<file path="src/rtl/core/tpre_pkg.sv">
// Shared types, widths and helpers for the two-plate radius estimator.
`timescale 1ns / 1ps
package tpre_pkg;

	// Averaging window and sample counter
	localparam int WINDOW_SIZE = 1024;
	localparam int CNT_W       = $clog2(WINDOW_SIZE + 1);
	localparam int COUNT_OUT_W = 11;

	// Field and datapath widths
	localparam int FRAC    = 14;
	localparam int DIR_W   = 16;
	localparam int POS_W   = 32;
	localparam int DIFF_W  = 33;
	localparam int VEC_W   = 32;
	localparam int UNIT_W  = 16;
	localparam int AXZ_W   = 15;
	localparam int BS_W    = 35;
	localparam int K_W     = 17;
	localparam int DEN_W   = 33;
	localparam int NUM_W   = 53;
	localparam int RAD_W   = 32;
	localparam int SUM_W   = 48;

	// Shared multiplier
	localparam int MUL_A_W = 35;
	localparam int MUL_B_W = 33;
	localparam int MUL_W   = MUL_A_W + MUL_B_W;

	// Shared divider and square root
	localparam int DIV_W     = 68;
	localparam int DIV_CNT_W = $clog2(DIV_W + 1);
	localparam int UNIT_BITS = 47;
	localparam int AVG_BITS  = 49;
	localparam int RAD_BITS  = DIV_W;
	localparam int SQ_W      = 64;
	localparam int ROOT_W    = SQ_W / 2;

	localparam logic [MUL_W-1:0] HALF_LSB = MUL_W'(1) << (FRAC - 1);
	localparam logic signed [MUL_W-1:0] ONE_Q28 = MUL_W'(1) << (2 * FRAC);

	typedef enum logic [4:0] {
		S_IDLE, S_CR_M1, S_CR_M2, S_CR_W, S_SQ_M, S_SQ_A, S_SQRT, S_SQRT_W,
		S_UN_DIV, S_UN_W, S_DOT_M, S_DOT_A, S_DOT_R, S_DEN_M, S_DEN_W,
		S_NUM_M1, S_NUM_M2, S_NUM_W, S_RAD_DIV, S_RAD_W, S_ACC,
		S_AVG_DIV, S_AVG_W, S_DONE
	} state_t;

	typedef enum logic [1:0] {PASS_AXIS, PASS_N1, PASS_N2} pass_t;
	typedef enum logic [1:0] {DOT_B1, DOT_B2, DOT_K} dot_t;

	typedef struct packed {
		logic                 start;
		logic [DIV_W-1:0]     num;
		logic [DEN_W-1:0]     den;
		logic [DIV_CNT_W-1:0] bits;
	} div_req_t;

	typedef struct packed {
		logic             done;
		logic [DIV_W-1:0] quo;
	} div_rsp_t;

	typedef struct packed {
		logic            start;
		logic [SQ_W-1:0] rad;
	} sqrt_req_t;

	typedef struct packed {
		logic              done;
		logic [ROOT_W-1:0] root;
	} sqrt_rsp_t;

	// Cyclic successors of a vector index
	function automatic logic [1:0] idx_next1(input logic [1:0] i);
		return (i == 2'd2) ? 2'd0 : i + 2'd1;
	endfunction

	function automatic logic [1:0] idx_next2(input logic [1:0] i);
		return (i == 2'd0) ? 2'd2 : i - 2'd1;
	endfunction

	// Drop FRAC fraction bits, round to nearest, ties away from zero
	function automatic logic signed [MUL_W-1:0] round_frac(input logic signed [MUL_W-1:0] v);
		logic [MUL_W-1:0] m;
		logic [MUL_W-1:0] q;
		m = v[MUL_W-1] ? MUL_W'(-v) : MUL_W'(v);
		q = (m + HALF_LSB) >> FRAC;
		return v[MUL_W-1] ? -$signed(q) : $signed(q);
	endfunction

endpackage

</file>
<file path="src/rtl/core/tpre_sqrt.sv">
// Shared digit-by-digit integer square root, one root bit per cycle.
`timescale 1ns / 1ps
module tpre_sqrt import tpre_pkg::*; (
	input  logic      clk,
	input  logic      arst_n,
	input  sqrt_req_t req,
	output sqrt_rsp_t rsp
);

	localparam int SQ_CNT_W = $clog2(ROOT_W + 1);

	logic [SQ_W-1:0]     rad_q;
	logic [ROOT_W+1:0]   rem_q;
	logic [ROOT_W-1:0]   root_q;
	logic [SQ_CNT_W-1:0] cnt_q;
	logic                busy_q;
	logic                done_q;
	logic [ROOT_W+3:0]   rem_sh;
	logic [ROOT_W+3:0]   trial;
	logic                ge;

	// Bring down two radicand bits and test the next root bit
	assign rem_sh = {rem_q, rad_q[SQ_W-1 -: 2]};
	assign trial  = {2'b00, root_q, 2'b01};
	assign ge     = rem_sh >= trial;

	always_ff @(posedge clk or negedge arst_n) begin
		if (!arst_n) begin
			busy_q <= 1'b0;
			done_q <= 1'b0;
			cnt_q  <= '0;
		end else begin
			done_q <= 1'b0;
			if (req.start) begin
				busy_q <= 1'b1;
				cnt_q  <= SQ_CNT_W'(ROOT_W);
			end else if (busy_q) begin
				cnt_q <= cnt_q - 1'b1;
				if (cnt_q == SQ_CNT_W'(1)) begin
					busy_q <= 1'b0;
					done_q <= 1'b1;
				end
			end
		end
	end

	always_ff @(posedge clk) begin
		if (req.start) begin
			rad_q  <= req.rad;
			rem_q  <= '0;
			root_q <= '0;
		end else if (busy_q) begin
			rad_q  <= rad_q << 2;
			rem_q  <= ge ? (ROOT_W+2)'(rem_sh - trial) : (ROOT_W+2)'(rem_sh);
			root_q <= {root_q[ROOT_W-2:0], ge};
		end
	end

	assign rsp.done = done_q;
	assign rsp.root = root_q;

endmodule

</file>
<file path="config.mk">
export PLATFORM = sky130hd
export DESIGN_NAME = tpre_sqrt
export DESIGN_NICKNAME = d
export VERILOG_FILES = /design/src/rtl/core/tpre_pkg.sv /design/src/rtl/core/tpre_sqrt.sv
export SDC_FILE = /design/constraint.sdc
export NUM_CORES = 1
export LEC_CHECK = 0
export BUFFER_PORTS_ARGS = -buffer_cell sky130_fd_sc_hd__buf_2
export CAP_MARGIN = 20
export CORE_MARGIN = 2
export CORE_UTILIZATION = 50
export DETAILED_ROUTE_END_ITERATION = 6
export GPL_TIMING_DRIVEN = 0
export MAX_ROUTING_LAYER = met4
export PLACE_DENSITY = 0.75
export SYNTH_ARGS = -nofsm -noshare
export SYNTH_HDL_FRONTEND = slang
export SYNTH_SLANG_ARGS = --single-unit
</file>
<file path="constraint.sdc">
create_clock -name clk -period 3.5 [get_ports clk]
set_input_delay 0.35 -clock clk [delete_from_list [all_inputs] [get_ports clk]]
set_output_delay 0.35 -clock clk [all_outputs]
set_load 0.02 [all_outputs]
</file>
==> impl_metrics.toml <==
[layout]
nNetsFinal = 989
areaGrowthSynthToFinish_pct = 17.8
final_util_pct = 60.1
diodes = 0
post-route-cell-area_um2 = 9130
fill_cells = 1311
drive_gt1_share_pct = 24.7

[clock_network]
clock-sinks = 138
clk_pin_slew_ns = 0.07
cts_tree = "done"
cts_setup_buffers = 0
cts_hold_buf = 1
insertion_delay_ns = 0.43
cts_resized = 0
cts_buffer_depth = 2
cts_root_buf = "clkbuf_16"
htreeDepth = 4
cts-buffers-inserted = 17

[worst_setup_path]
worstPathCellList = "inv_1, ha_1, a21oi_1, o211ai_1, a41oi_1, a21oi_4, o211ai_4, buf_6, mux2_2, mux2i_1, nor2_1"
path_class = "flip-flop to flip-flop"
crit_required_ns = 3.79
reg2reg_depth = 11
cp-start-kind = "flip-flop"
crit_buf_inv = 2
worstPathMaxFanout = 10
crit_arrival_ns = 3.23
cp.depth = 11
reg2reg_slack_ns = 0.56
cp_top_family = "compound AO/OA/AOI/OAI gates"
slowest_delay_ns = 0.38
end_kind = "flip-flop"
cp_slowest_cell = "ha_1"

[sta]
rsz0062_at_grt = "false"
finalHoldViolCount = 0
min_period_ns = 2.94
tightestPinTransition_ns = 0.840
finalSetupTns_ns = 0
slew_violations = 0
fmax_mhz = 340
relSlewSlack_pct = 44.0
clock_skew_ns = 0.00768
setup_viol = 0
post-route-period-util_pct = 83.9

[place]
place.gp.congestion = 0.884
placed_cell_area_um2 = 8500
hpwl_um = 12900
port_buffers = 99

[route]
drt_pass1_iterations = 5
wl_per_cell_um = 16.6
route.detailed.drc = 0
ant_nets = 0
detail_route.vias_per_cell = 5.63
drtIter0Drc = 481
routed-via-count = 6120
wl_um = 18000

[floorplanning]
die_h_um = 129
io_pins = 100
std_cell_rows = 45
initial_core_util_pct = 51.0
die_w_um = 129
dieArea_um2 = 16500
coreArea_um2 = 15200

[synth]
ys_ff_latch = 138
ys_seq_area_share_pct = 44.4
async_flop_share_pct = 5.80
synth_area_per_cell_um2 = 10.1
yosysUniqueCellTypes = 67
ys_warn_count = 0
syn-cell-area_um2 = 7750
synth_top_area_share_pct = 24.8
synth.most_common_cell = "nor2_1"
synth_largest_area_cell = "edfxtp_1"
yosys-top-cells-count = "nor2_1, dfxtp_1, edfxtp_1, mux2_2"
yosys_most_used_dff = "dfxtp_1"
synth_nets = 869
synth_edf_count = 64
synthCells = 766
synth.area.top_cells = "edfxtp_1, dfxtp_1, mux2_2"

[worst_hold_path]
hp-class = "primary input to flip-flop"
whs_path_depth = 2

[power_and_ir_drop]
power_w = 0.00820
leakage_nw = 4.02
p_per_area_nw_per_um2 = 898
vdd_drop_max_mv = 0.410

[global_routing]
grt_most_used_layer = "met2"
grt_pass1_wl_um = 29100
grt_max_degree = 39
grtUsageMet1_pct = 29.8
overflow = 0
grt_use_total_pct = 23.3
antenna_found_initial = 0
grtUsageMet2_pct = 36.4
grt_pass1_vias = 5835
groute.layer.met3.usage_pct = 6.11

[outcome]
outcome = "completed"

[job]
cap_violations = 0
[final timing paths]
check                           startpoint   endpoint
worst max-delay path            root_q[17]  rem_q[20]
worst min-delay path                req[1]   rad_q[1]
worst max register to register  root_q[17]  rem_q[20]
worst min register to register   rem_q[33]  rem_q[33]
max in group asynchronous           arst_n   cnt_q[3]
min in group asynchronous           arst_n   cnt_q[4]
[where the power goes]
group	switching, W	internal (W)
combinational	0.00233	0.00179
sequential	0.000175	0.00201
clock	0.000796	0.00110
[final cells by class]
cell class	instances	area, um^2	area share [%]
Buffer	43	201	2.21
Inverter	46	173	1.89
Tap cell	188	235	2.58
Clock inverter	15	196	2.15
Timing Repair Buffer	101	526	5.75
Clock buffer	17	425	4.66
Multi-Input combinational cell	539	3930	43.1
Sequential cell	138	3440	37.7
[per-layer routing]
layer  vias up  routed length [um]
met5         -                   0
met4         0                 240
met3        18                1330
met2       206                8350
met1      2890                8090
li1       3006                   -
[cells by family (layout without fill, tap and decap cells)]
group                    after synthesis  count (layout)  synth area share [%]
XOR/XNOR                              28              28                  3.16
multiplexers                         109             109                  15.1
AO/OA/AOI/OAI                        159             159                  14.3
buffers and inverters                 89             222                  4.83
AND/OR/NAND/NOR                      207             207                  12.3
adder cells (fa/ha/maj)               36              36                  5.81
flip-flops                           138             138                  44.4
[metrics by stage]
step           instances  hold slack, ns  setup slack [ns]
2_1_floorplan        766          0.0544             0.856
3_3_place_gp        1053           0.202           -0.0172
3_5_place_dp        1054           0.204             0.615
4_1_cts             1087           0.187             0.600
5_1_grt             1087           0.198             0.401
6_report            1087           0.204             0.562
[layout by cell type, fill, tap and decap left out, types with 4 or more instances in the layout]
cell type  synthesis  final
xnor2_1           18     18
a21oi_1           46     46
and3_1             4      4
edfxtp_1          64     64
nor2b_1            9      9
buf_2              3    102
mux2_2            64     64
a211oi_2           4      4
nor2_1           106    106
buf_1              4      4
nand3b_1           4      4
clkbuf_16          0     17
a31oi_1            7      7
inv_8              0      6
ha_1              36     36
o21a_1             5      5
dfrtp_1            8      8
nand2_1           31     31
nand3_1           10     10
inv_6              0      5
nand2b_1           5      5
xor2_1            10     10
nand4_1           10     10
a21o_1             8      8
mux2i_1           45     45
dfxtp_1           66     66
clkbuf_1          28     28
nor3_1             8      8
and2_1             5      5
o21bai_1           4      4
a211oi_1          23     23
o21ai_0           22     22
inv_1             46     45
[registers in the layout (all words and copies together), names as in the netlist]
register  count
root_q       32
cnt_q         6
done_q        1
busy_q        1
rem_q        34
rad_q        64
Note: power is estimated with default switching activity, not from simulation.
