[config.mk]
export PLATFORM = sky130hd
export DESIGN_NAME = tpre_div
export DESIGN_NICKNAME = d
export VERILOG_FILES = /design/src/rtl/core/tpre_pkg.sv /design/src/rtl/core/tpre_div.sv
export SDC_FILE = /design/constraint.sdc
export NUM_CORES = 1
export LEC_CHECK = 0
export BUFFER_PORTS_ARGS = -buffer_cell sky130_fd_sc_hd__buf_2
export CORE_MARGIN = 3
export CORE_UTILIZATION = 60
export CTS_BUF_LIST = sky130_fd_sc_hd__clkbuf_4
export CTS_CLUSTER_SIZE = 25
export DETAILED_ROUTE_END_ITERATION = 8
export GPL_TIMING_DRIVEN = 0
export PLACE_DENSITY = 0.85
export SYNTH_ARGS = -nofsm -noshare
export SYNTH_HDL_FRONTEND = slang
export SYNTH_SLANG_ARGS = --single-unit
[constraint.sdc]
create_clock -name clk -period 5.6 [get_ports clk]
set_input_delay 0 -clock clk [delete_from_list [all_inputs] [get_ports clk]]
set_output_delay 0 -clock clk [all_outputs]
set_load 0.02 [all_outputs]
[src/rtl/core/tpre_pkg.sv]
// Shared types, widths and helpers for the two-plate radius estimator.
`timescale 1ns / 1ps
package tpre_pkg;

	// Averaging window and sample counter
	localparam int WINDOW_SIZE = 1024;
	localparam int CNT_W       = $clog2(WINDOW_SIZE + 1);
	localparam int COUNT_OUT_W = 11;

	// Field and datapath widths
	localparam int FRAC    = 14;
	localparam int DIR_W   = 16;
	localparam int POS_W   = 32;
	localparam int DIFF_W  = 33;
	localparam int VEC_W   = 32;
	localparam int UNIT_W  = 16;
	localparam int AXZ_W   = 15;
	localparam int BS_W    = 35;
	localparam int K_W     = 17;
	localparam int DEN_W   = 33;
	localparam int NUM_W   = 53;
	localparam int RAD_W   = 32;
	localparam int SUM_W   = 48;

	// Shared multiplier
	localparam int MUL_A_W = 35;
	localparam int MUL_B_W = 33;
	localparam int MUL_W   = MUL_A_W + MUL_B_W;

	// Shared divider and square root
	localparam int DIV_W     = 68;
	localparam int DIV_CNT_W = $clog2(DIV_W + 1);
	localparam int UNIT_BITS = 47;
	localparam int AVG_BITS  = 49;
	localparam int RAD_BITS  = DIV_W;
	localparam int SQ_W      = 64;
	localparam int ROOT_W    = SQ_W / 2;

	localparam logic [MUL_W-1:0] HALF_LSB = MUL_W'(1) << (FRAC - 1);
	localparam logic signed [MUL_W-1:0] ONE_Q28 = MUL_W'(1) << (2 * FRAC);

	typedef enum logic [4:0] {
		S_IDLE, S_CR_M1, S_CR_M2, S_CR_W, S_SQ_M, S_SQ_A, S_SQRT, S_SQRT_W,
		S_UN_DIV, S_UN_W, S_DOT_M, S_DOT_A, S_DOT_R, S_DEN_M, S_DEN_W,
		S_NUM_M1, S_NUM_M2, S_NUM_W, S_RAD_DIV, S_RAD_W, S_ACC,
		S_AVG_DIV, S_AVG_W, S_DONE
	} state_t;

	typedef enum logic [1:0] {PASS_AXIS, PASS_N1, PASS_N2} pass_t;
	typedef enum logic [1:0] {DOT_B1, DOT_B2, DOT_K} dot_t;

	typedef struct packed {
		logic                 start;
		logic [DIV_W-1:0]     num;
		logic [DEN_W-1:0]     den;
		logic [DIV_CNT_W-1:0] bits;
	} div_req_t;

	typedef struct packed {
		logic             done;
		logic [DIV_W-1:0] quo;
	} div_rsp_t;

	typedef struct packed {
		logic            start;
		logic [SQ_W-1:0] rad;
	} sqrt_req_t;

	typedef struct packed {
		logic              done;
		logic [ROOT_W-1:0] root;
	} sqrt_rsp_t;

	// Cyclic successors of a vector index
	function automatic logic [1:0] idx_next1(input logic [1:0] i);
		return (i == 2'd2) ? 2'd0 : i + 2'd1;
	endfunction

	function automatic logic [1:0] idx_next2(input logic [1:0] i);
		return (i == 2'd0) ? 2'd2 : i - 2'd1;
	endfunction

	// Drop FRAC fraction bits, round to nearest, ties away from zero
	function automatic logic signed [MUL_W-1:0] round_frac(input logic signed [MUL_W-1:0] v);
		logic [MUL_W-1:0] m;
		logic [MUL_W-1:0] q;
		m = v[MUL_W-1] ? MUL_W'(-v) : MUL_W'(v);
		q = (m + HALF_LSB) >> FRAC;
		return v[MUL_W-1] ? -$signed(q) : $signed(q);
	endfunction

endpackage

[src/rtl/core/tpre_div.sv]
// Shared restoring divider, one quotient bit per cycle.
`timescale 1ns / 1ps
module tpre_div import tpre_pkg::*; (
	input  logic     clk,
	input  logic     arst_n,
	input  div_req_t req,
	output div_rsp_t rsp
);

	logic [DIV_W-1:0]     num_q;
	logic [DIV_W-1:0]     quo_q;
	logic [DEN_W-1:0]     den_q;
	logic [DEN_W-1:0]     rem_q;
	logic [DIV_CNT_W-1:0] cnt_q;
	logic                 busy_q;
	logic                 done_q;
	logic [DEN_W:0]       rem_sh;
	logic                 ge;

	// Bring down the next numerator bit and trial-subtract
	assign rem_sh = {rem_q, num_q[DIV_W-1]};
	assign ge     = rem_sh >= {1'b0, den_q};

	always_ff @(posedge clk or negedge arst_n) begin
		if (!arst_n) begin
			busy_q <= 1'b0;
			done_q <= 1'b0;
			cnt_q  <= '0;
		end else begin
			done_q <= 1'b0;
			if (req.start) begin
				busy_q <= 1'b1;
				cnt_q  <= req.bits;
			end else if (busy_q) begin
				cnt_q <= cnt_q - 1'b1;
				if (cnt_q == DIV_CNT_W'(1)) begin
					busy_q <= 1'b0;
					done_q <= 1'b1;
				end
			end
		end
	end

	// Shift numerator out, quotient in
	always_ff @(posedge clk) begin
		if (req.start) begin
			num_q <= req.num;
			den_q <= req.den;
			rem_q <= '0;
			quo_q <= '0;
		end else if (busy_q) begin
			num_q <= num_q << 1;
			rem_q <= ge ? DEN_W'(rem_sh - {1'b0, den_q}) : DEN_W'(rem_sh);
			quo_q <= {quo_q[DIV_W-2:0], ge};
		end
	end

	assign rsp.done = done_q;
	assign rsp.quo  = quo_q;

endmodule

==> results_dict.tcl, run 1 <==
set metrics [dict create \
    ant_nets 0 \
    grt_pass1_wl_um 43900 \
    dpl_cell_area_um2 11400 \
    rsz0062_at_grt "no" \
    avgSynthCellArea_um2 11.1 \
    synth_fa_ha_area_share_pct 4.48 \
    ys_types 66 \
    hold_violations 0 \
    routed_wl_um 28300 \
    dieArea_um2 18600 \
    areaGrowthSynthToFinish_pct 28.8 \
    clock_path_buffers 3 \
    critPathMaxFanout 10 \
    holdWs_ns 0.0605 \
    async_flop_share_pct 4.27 \
    port_buffers 179 \
    path_clk_slew_ns 0.07 \
    core-area_um2 16600 \
    synth_compound_area_share_pct 11.5 \
    status "finished, final reports clean" \
    layout_common_cells "buf_2 (183), nor2_1 (128), dlygate4sd3_1 (111)" \
    synth-simple-area-share_pct 10.2 \
    avgViaCountPerCell 5.64 \
    worst_clock_skew_ns 0.0411 \
    insertion_delay_ns 0.65 \
    ios 180 \
    min_period_over_period_pct 61.7 \
    cts_inserted_buffers 52 \
    drive_gt1_share_pct 28.4 \
    syn_area_um2 10200 \
    die_w_um 137 \
    layout_commonest_cell "buf_2" \
    antenna_found_initial 1 \
    synth.area.mux_share_pct 16.0 \
    syn_inst 921 \
    clock_sinks 211 \
    synth_edf_count 101 \
    cp.required_ns 6.10 \
    crit_path_start_kind "flip-flop" \
    ir_drop_mv 0.246 \
    cts_tree "built" \
    vias 8597 \
    fin_tns_setup_ns 0 \
    cts_resized 0 \
    place_hpwl_um 16700 \
    chipHeight_um 137 \
    start_util_pct 61.5 \
    p_per_area_nw_per_um2 358 \
    synth_xor_xnor_area_share_pct 2.23 \
    grt_use_total_pct 30.0 \
    hold_class "primary input to flip-flop" \
    syn_nets 1068 \
    critPathCaptureType "flip-flop" \
    totalPowerFinal_mw 4.71 \
    critPathKind "flip-flop to flip-flop" \
    drc 0 \
    final.min_clock_period_ns 3.45 \
    setup_violations 0 \
    ys.warnings.count 0 \
    grt_overflow 0 \
    cts_root_buf "clkbuf_4" \
    firstDrtPassIters 5 \
    nets 1412 \
    maxCapViolCount 0 \
    r2r_setup_slack_ns 2.15 \
    place_ws_ns 2.26 \
    ys_seq_elements 211 \
    slew_headroom_pct 39.1 \
    grt_start_max_net_pins 69 \
    synth_ff_type "edfxtp_1" \
    grt_pass1_vias 8725 \
    rows 47 \
    place.gp.congestion 0.936 \
    slew_viol_final 0 \
    final_area_um2 13200 \
    fmax_ghz 0.290 \
    worstMarginPinSlew_ns 0.914 \
    avgRoutedWirePerCell_um 18.6 \
    cts.htree.levels 2 \
    leakage_nw 6.32 \
    fin_ws_ns 2.15 \
    detail_route.iter0.violations 573 \
    seq_area_frac_synth_pct 51.6 \
    synth_top_family_by_area "multiplexers" \
    cp_data_arrival_time_ns 3.96 \
]
[power breakdown]
| part | switching, mW | total (mW) | internal, mW |
|---|---|---|---|
| combinational | 0.812 | 1.48 | 0.670 |
| sequential | 0.117 | 1.92 | 1.80 |
| clock | 0.651 | 1.31 | 0.661 |
| total | 1.58 | 4.71 | 3.13 |
[metal layers]
metal  routed length [um]  global-route usage [%]
met1                10900                    36.0
met2                14200                    51.9
met3                 2150                    6.40
met4                 1010                    13.3
met5                    0                       0
[repair_timing]
| item | CTS | global route |
|---|---|---|
| buffers inserted | 0 | 0 |
| hold endpoints to repair | 130 | 0 |
| setup endpoints to repair | 0 | 0 |
| hold buffers | 111 | 0 |
[worst max-delay path: stages, from the launching register on]
cell and delay, ns:
edfxtp_1 0.41, inv_1 0.08, ha_1 0.16, inv_1 0.05, fa_1 0.41, a21oi_1 0.21, o21ai_0 0.18, a211oi_2 0.32
a21oi_2 0.20, a211oi_4 0.50, buf_6 0.25, mux2_2 0.35, mux2i_1 0.13, nor2_1 0.05
[cell families (layout without fill, tap and decap cells)]
| family | Yosys count | in the layout |
|---|---|---|
| compound gates | 163 | 163 |
| xor+xnor | 26 | 26 |
| fa+ha+maj | 36 | 36 |
| buf+inv | 97 | 479 |
| flops | 211 | 211 |
| mux | 154 | 154 |
| other cells | 0 | 1 |
| simple gates | 234 | 234 |
[area by class of cell]
cell class	count	area, um2
timing repair buffer	290	2010
multi-input combinational	613	4530
sequential	211	5280
buffer	54	258
clock inverter	10	42.5
fill	978	3470
clock buffer	82	616
tap	220	275
antenna	1	2.50
inverter	43	161
[cells in the mapped netlist (6+ instances only)]
cell / number / area (um2)
clkbuf_1: 36 / 135
xor2_1: 11 / 96.3
a211oi_2: 10 / 125
a21oi_2: 8 / 70.1
inv_1: 43 / 161
xnor2_1: 15 / 131
buf_1: 8 / 30.0
dfrtp_1: 9 / 225
ha_1: 35 / 438
nor2_1: 128 / 480
o21a_1: 7 / 52.6
edfxtp_1: 101 / 3030
a21oi_1: 38 / 190
a21o_1: 16 / 120
nor3_1: 16 / 80.1
mux2i_1: 81 / 811
a31oi_1: 6 / 37.5
o21ai_0: 25 / 125
nand3_1: 8 / 40.0
mux2_2: 72 / 811
a211oi_1: 16 / 120
nand2_1: 45 / 169
dfxtp_1: 101 / 2020
[through the flow]
step	std cells	util [%]
finish	1524	79.2
floorplan	921	-
global route	1524	79.2
global placement	1320	68.5
detailed placement	1320	68.5
CTS	1523	79.1
[worst paths after layout]
check / startpoint / to / depth (start not counted)
min: req[16] / den_q[9] / 2
min reg2reg: rem_q[32] / rem_q[32] / 2
min in group asynchronous: arst_n / cnt_q[5] / 3
max: num_q[67] / rem_q[21] / 13
max reg2reg: num_q[67] / rem_q[21] / 13
max in group asynchronous: arst_n / cnt_q[1] / 3
[registers in the layout (all words and copies together) (netlist names)]
signal / count
num_q: 68
cnt_q: 7
rem_q: 33
quo_q: 68
busy_q: 1
den_q: 33
done_q: 1
No activity file was read; power rests on OpenSTA's default activity.
==> inputs of run 2 (changes only) <==
Settings changed: CORE_UTILIZATION 60 to 53, PLACE_DENSITY 0.85 to 0.79.
Clock period 5.6 ns to 3 ns, I/O delays scaled along.
==> results_dict.tcl, run 2 (synthesis gave the netlist of run 1 again) <==
set metrics [dict create \
    dieArea_um2 21000 \
    worstMarginPinSlew_ns 0.884 \
    critPathKind "flip-flop to flip-flop" \
    r2r_setup_slack_ns 0.04 \
    ant_nets 0 \
    chipHeight_um 145 \
    slew_headroom_pct 41.1 \
    clock_sinks 211 \
    grt_start_max_net_pins 69 \
    start_util_pct 54.3 \
    areaGrowthSynthToFinish_pct 32.9 \
    cp_data_arrival_time_ns 3.48 \
    grt_use_total_pct 25.5 \
    layout_common_cells "buf_2 (183), nor2_1 (128), dlygate4sd3_1 (115)" \
    layout_commonest_cell "buf_2" \
    rsz0062_at_grt "yes" \
    status "finished, final reports clean" \
    p_per_area_nw_per_um2 678 \
    crit_chain "inv_1 > ha_2 > inv_2 > fa_2 > a21oi_2 > o21ai_2 > a211oi_2 > buf_4 > a21oi_4 > a211oi_4 > buf_4 > buf_8 > mux2i_1 > a211oi_2" \
    ir_drop_mv 0.401 \
    critPathMaxFanout 10 \
    worst_clock_skew_ns 0.0388 \
    slew_viol_final 0 \
    ios 180 \
    seq_power_share_pct 38.9 \
    rows 50 \
    p_clk_share_pct 28.5 \
    cts.htree.levels 2 \
    avgViaCountPerCell 5.35 \
    hold_violations 0 \
    detail_route.iter0.violations 607 \
    critPathCaptureType "flip-flop" \
    cts_root_buf "clkbuf_4" \
    cts_inserted_buffers 54 \
    fin_tns_setup_ns 0 \
    core-area_um2 18800 \
    multi_input_area_um2 4640 \
    insertion_delay_ns 0.68 \
    drc 0 \
    port_buffers 179 \
    fin_ws_ns 0.0442 \
    antenna_found_initial 1 \
    register_area_um2 5280 \
    fill_cells 1295 \
    intPower_mw 6.18 \
    cts_tree "built" \
    min_period_over_period_pct 98.5 \
    crit_family "compound AO/OA/AOI/OAI gates" \
    routed_wl_um 27800 \
    grt_pass1_vias 8746 \
    die_w_um 145 \
    avgRoutedWirePerCell_um 17.5 \
    grt_pass1_wl_um 44100 \
    cp.required_ns 3.53 \
    place_hpwl_um 16900 \
    crit_path_start_kind "flip-flop" \
    final.min_clock_period_ns 2.96 \
    vias 8525 \
    place.gp.congestion 0.909 \
    setup_violations 0 \
    p_sw_share_pct 33.0 \
    crit_buf_inv 5 \
    clock_path_buffers 3 \
    drive_gt1_share_pct 31.2 \
    max_stage_delay_ns 0.40 \
    biggestRegsByFlops "num_q (68), quo_q (68)" \
    path_clk_slew_ns 0.07 \
    critPathSlowestCell "edfxtp_1" \
    nets 1436 \
    firstDrtPassIters 5 \
    maxCapViolCount 0 \
    fmax_ghz 0.338 \
    p_switching_mw 3.04 \
    place_ws_ns -0.361 \
    hold_class "primary input to flip-flop" \
    p_comb_share_pct 32.6 \
    grt_overflow 0 \
    leakage_nw 6.49 \
]
run 2: cell count changes in the layout (fill, tap and decap cells not counted), moves of 3 or more:
cell	change
buf_4	+16
clkbuf_4	+4
dlygate4sd3_1	+4
a21oi_1	-3
mux2_4	+3
run 2: cell type report:
class,instances,area share [%]
sequential,211,38.9
multi-input combinational,614,34.1
timing repair buffer,312,16.1
clock buffer,86,4.75
tap,260,2.39
buffer,53,1.92
inverter,43,1.19
clock inverter,13,0.608
antenna,1,0.0184
run 2: worst paths after layout:
check                           from  cells past startpoint        end
setup / recovery           num_q[67]                     14   rem_q[4]
hold / removal               req[25]                      2  den_q[18]
setup reg to reg           num_q[67]                     14   rem_q[4]
hold reg to reg            rem_q[30]                      2  rem_q[30]
max in group asynchronous     arst_n                      3     busy_q
min in group asynchronous     arst_n                      3   cnt_q[6]
run 2: timing repair:
action | 4_1_cts | 5_1_grt
hold buffers | 115 | 0
setup endpoints to repair | 34 | 89
hold endpoints to repair | 129 | 0
setup buffers | 9 | 9
gates cloned | 0 | 1
pin swaps | 7 | 13
gates resized for setup | 8 | 23
run 2: worst reg2reg max path: stages (launching register included):
cell and delay (ns):
edfxtp_1 0.40, inv_1 0.08, ha_2 0.18, inv_2 0.04, fa_2 0.36, a21oi_2 0.18
o21ai_2 0.08, a211oi_2 0.20, buf_4 0.17, a21oi_4 0.09, a211oi_4 0.31, buf_4 0.19
buf_8 0.17, mux2i_1 0.27, a211oi_2 0.11
run 2: metrics by stage:
step                hold WS [ns]  area, um2  power, mW  util (%)  std cells
global route              0.0190      13600       9.72      72.2       1593
detailed placement        -0.134      11500       6.16      60.8       1360
CTS                      0.00364      13400       8.98      71.3       1583
finish                    0.0507      13600       9.21      72.2       1593
global placement          -0.140      11400       6.10      60.8       1360
floorplan                 -0.296      10200       5.56         -        921
run 2: routing by layer:
metal	up-vias	wire length [um]	GRT usage (%)
li1	4090	-	-
met1	4002	11100	31.3
met2	355	13800	43.3
met3	78	2050	5.68
met4	0	875	11.3
met5	-	0	0
run 2: power by group through the flow:
stage                     Clock, mW  Combinational (mW)  Sequential (mW)
final                          2.63                3.00             3.58
after global routing           2.83                3.28             3.61
after CTS                      2.66                2.76             3.56
after detailed placement          0                2.54             3.61
after global placement            0                2.49             3.60
after floorplan                   0                2.00             3.56
==> inputs of run 3 (changes only) <==
--- a/config.mk
+++ b/config.mk
@@ -9,4 +9,3 @@
 export CORE_MARGIN = 3
-export CORE_UTILIZATION = 53
-export CTS_BUF_LIST = sky130_fd_sc_hd__clkbuf_4
+export CORE_UTILIZATION = 51
 export CTS_CLUSTER_SIZE = 25
@@ -14,3 +13,4 @@
 export GPL_TIMING_DRIVEN = 0
-export PLACE_DENSITY = 0.79
+export PLACE_DENSITY = 0.77
+export SETUP_SLACK_MARGIN = 0.1
 export SYNTH_ARGS = -nofsm -noshare
==> constraint.sdc (replaced) <==
create_clock -name clk -period 3 [get_ports clk]
set_input_delay 0.3 -clock clk [delete_from_list [all_inputs] [get_ports clk]]
set_output_delay 0.3 -clock clk [all_outputs]
set_load 0.02 [all_outputs]
==> results_dict.tcl, run 3 (synthesis gave the netlist of run 1 again) <==
set metrics [dict create \
    fmax_ghz 0.339 \
    drc 0 \
    start_util_pct 52.2 \
    clock_sinks 211 \
    chipHeight_um 148 \
    max_stage_delay_ns 0.38 \
    antenna_found_initial 1 \
    avgRoutedWirePerCell_um 17.1 \
    die_w_um 148 \
    grt_start_max_net_pins 69 \
    insertion_delay_ns 0.52 \
    worstMarginPinSlew_ns 0.845 \
    ir_drop_mv 0.463 \
    ant_nets 0 \
    areaGrowthSynthToFinish_pct 26.4 \
    core-area_um2 19600 \
    vias 7926 \
    slew_viol_final 0 \
    status "finished, final reports clean" \
    grt_use_total_pct 22.2 \
    setup_violations 0 \
    place_hpwl_um 16900 \
    routed_wl_um 25100 \
    clock_path_buffers 3 \
    worstRegToRegCells 14 \
    crit_chain "inv_1 > ha_2 > inv_2 > fa_2 > a21oi_2 > o21ai_2 > a211oi_2 > buf_4 > a21oi_4 > a211oi_4 > buf_6 > mux2_4 > mux2i_1 > a211oi_2" \
    cts.htree.levels 1 \
    path_common_cell "a211oi_2" \
    p_per_area_nw_per_um2 726 \
    slew_headroom_pct 43.7 \
    antenna_cells 0 \
    holdWs_ns 0.0147 \
    biggestRegsByFlops "num_q (68), quo_q (68)" \
    critPathMaxFanout 5 \
    crit_family "compound AO/OA/AOI/OAI gates" \
    hold_class "primary input to flip-flop" \
    path_depth 14 \
    leakage_nw 6.12 \
    drive_gt1_share_pct 30.7 \
    grt_pass1_wl_um 40300 \
    ios 180 \
    layout_commonest_cell "buf_2" \
    min_period_over_period_pct 98.4 \
    rows 51 \
    cp.required_ns 3.37 \
    detail_route.iter0.violations 505 \
    worst_clock_skew_ns 0.0133 \
    avgViaCountPerCell 5.42 \
    rsz0062_at_grt "yes" \
    place.gp.congestion 0.856 \
    setup.worst_path.end "rem_q[13]" \
    cp_data_arrival_time_ns 3.32 \
    dieArea_um2 21800 \
    dpl_cell_area_um2 11500 \
    r2r_end "rem_q[13]" \
    critPathCaptureType "flip-flop" \
    crit_path_start_kind "flip-flop" \
    hold_violations 0 \
    r2r_start "num_q[67]" \
    critPathKind "flip-flop to flip-flop" \
    maxCapViolCount 0 \
    nets 1327 \
    critPathSlowestCell "edfxtp_1" \
    crit_buf_inv 4 \
    grt_overflow 0 \
    crit_start "num_q[67]" \
    port_buffers 179 \
    final.min_clock_period_ns 2.95 \
    cts_inserted_buffers 24 \
    layout_common_cells "buf_2 (183), nor2_1 (127), edfxtp_1 (101), dfxtp_1 (101), mux2i_1 (78)" \
    final_area_um2 12900 \
    cts_root_buf "clkbuf_16" \
    cts_tree "built" \
    r2r_setup_slack_ns 0.05 \
    path_clk_slew_ns 0.06 \
    grt_pass1_vias 8013 \
    firstDrtPassIters 5 \
]
[run 3: repair_timing]
item	4_1_cts	5_1_grt
hold endpoints to repair	47	0
setup buffers	10	5
resized for setup	14	33
hold buffers	39	0
endpoints found under the setup margin	88	101
gates cloned	0	2
pin swaps	7	13
[run 3: worst min path at each step]
stage                       from        to  slack, ns  cells past startpoint
after floorplan           arst_n    busy_q      0.004                      0
after global placement    arst_n  cnt_q[6]       0.16                      1
after detailed placement  arst_n    done_q       0.17                      1
after CTS                 req[1]  cnt_q[1]      0.008                      3
after global routing      req[4]  cnt_q[4]       0.02                      3
final                     req[4]  cnt_q[4]       0.01                      3
[run 3: layer usage]
layer	part of all wire (%)	global-route usage (%)	vias up
met4	2.2	5.55	2
met3	7.3	5.79	51
met2	48	37.1	266
met5	0.052	0	-
li1	-	-	3834
met1	43	29.1	3773
[run 3: final cells by class]
class                           instances  area, um2
Tap cell                              265        332
Clock buffer                           37        699
Multi-Input combinational cell        614       4700
Buffer                                 52        258
Sequential cell                       211       5280
Timing Repair Buffer                  234       1450
Inverter                               43        161
Fill cell                            1548       6660
Clock inverter                          7       53.8
[run 3: where the power goes]
group / internal [mW] / total (mW) / switching, mW
registers: 3.36 / 3.57 / 0.208
logic: 1.43 / 3.05 / 1.62
clock network: 1.61 / 2.77 / 1.16
[run 3: worst reg2reg max path, cell delays in order, from the launching register on]
cell      delay [ns]
edfxtp_1        0.38
inv_1           0.07
ha_2            0.17
inv_2           0.04
fa_2            0.35
a21oi_2         0.18
o21ai_2         0.10
a211oi_2        0.22
buf_4           0.16
a21oi_4         0.09
a211oi_4        0.33
buf_6           0.19
mux2_4          0.30
mux2i_1         0.17
a211oi_2        0.05
[run 3: through the flow]
step | cells | setup slack, ns | utilization [%] | total power [mW] | TNS (ns)
final | 1463 | 0.0492 | 66.0 | 9.38 | 0
after global routing | 1463 | -0.0905 | 66.0 | 9.86 | -1.26
after CTS | 1458 | 0.0420 | 65.0 | 9.12 | 0
after detailed placement | 1365 | -0.362 | 58.5 | 6.17 | -17.08
after global placement | 1365 | -0.582 | 58.5 | 6.10 | -43.73
after floorplan | 921 | 0.101 | - | 5.56 | 0
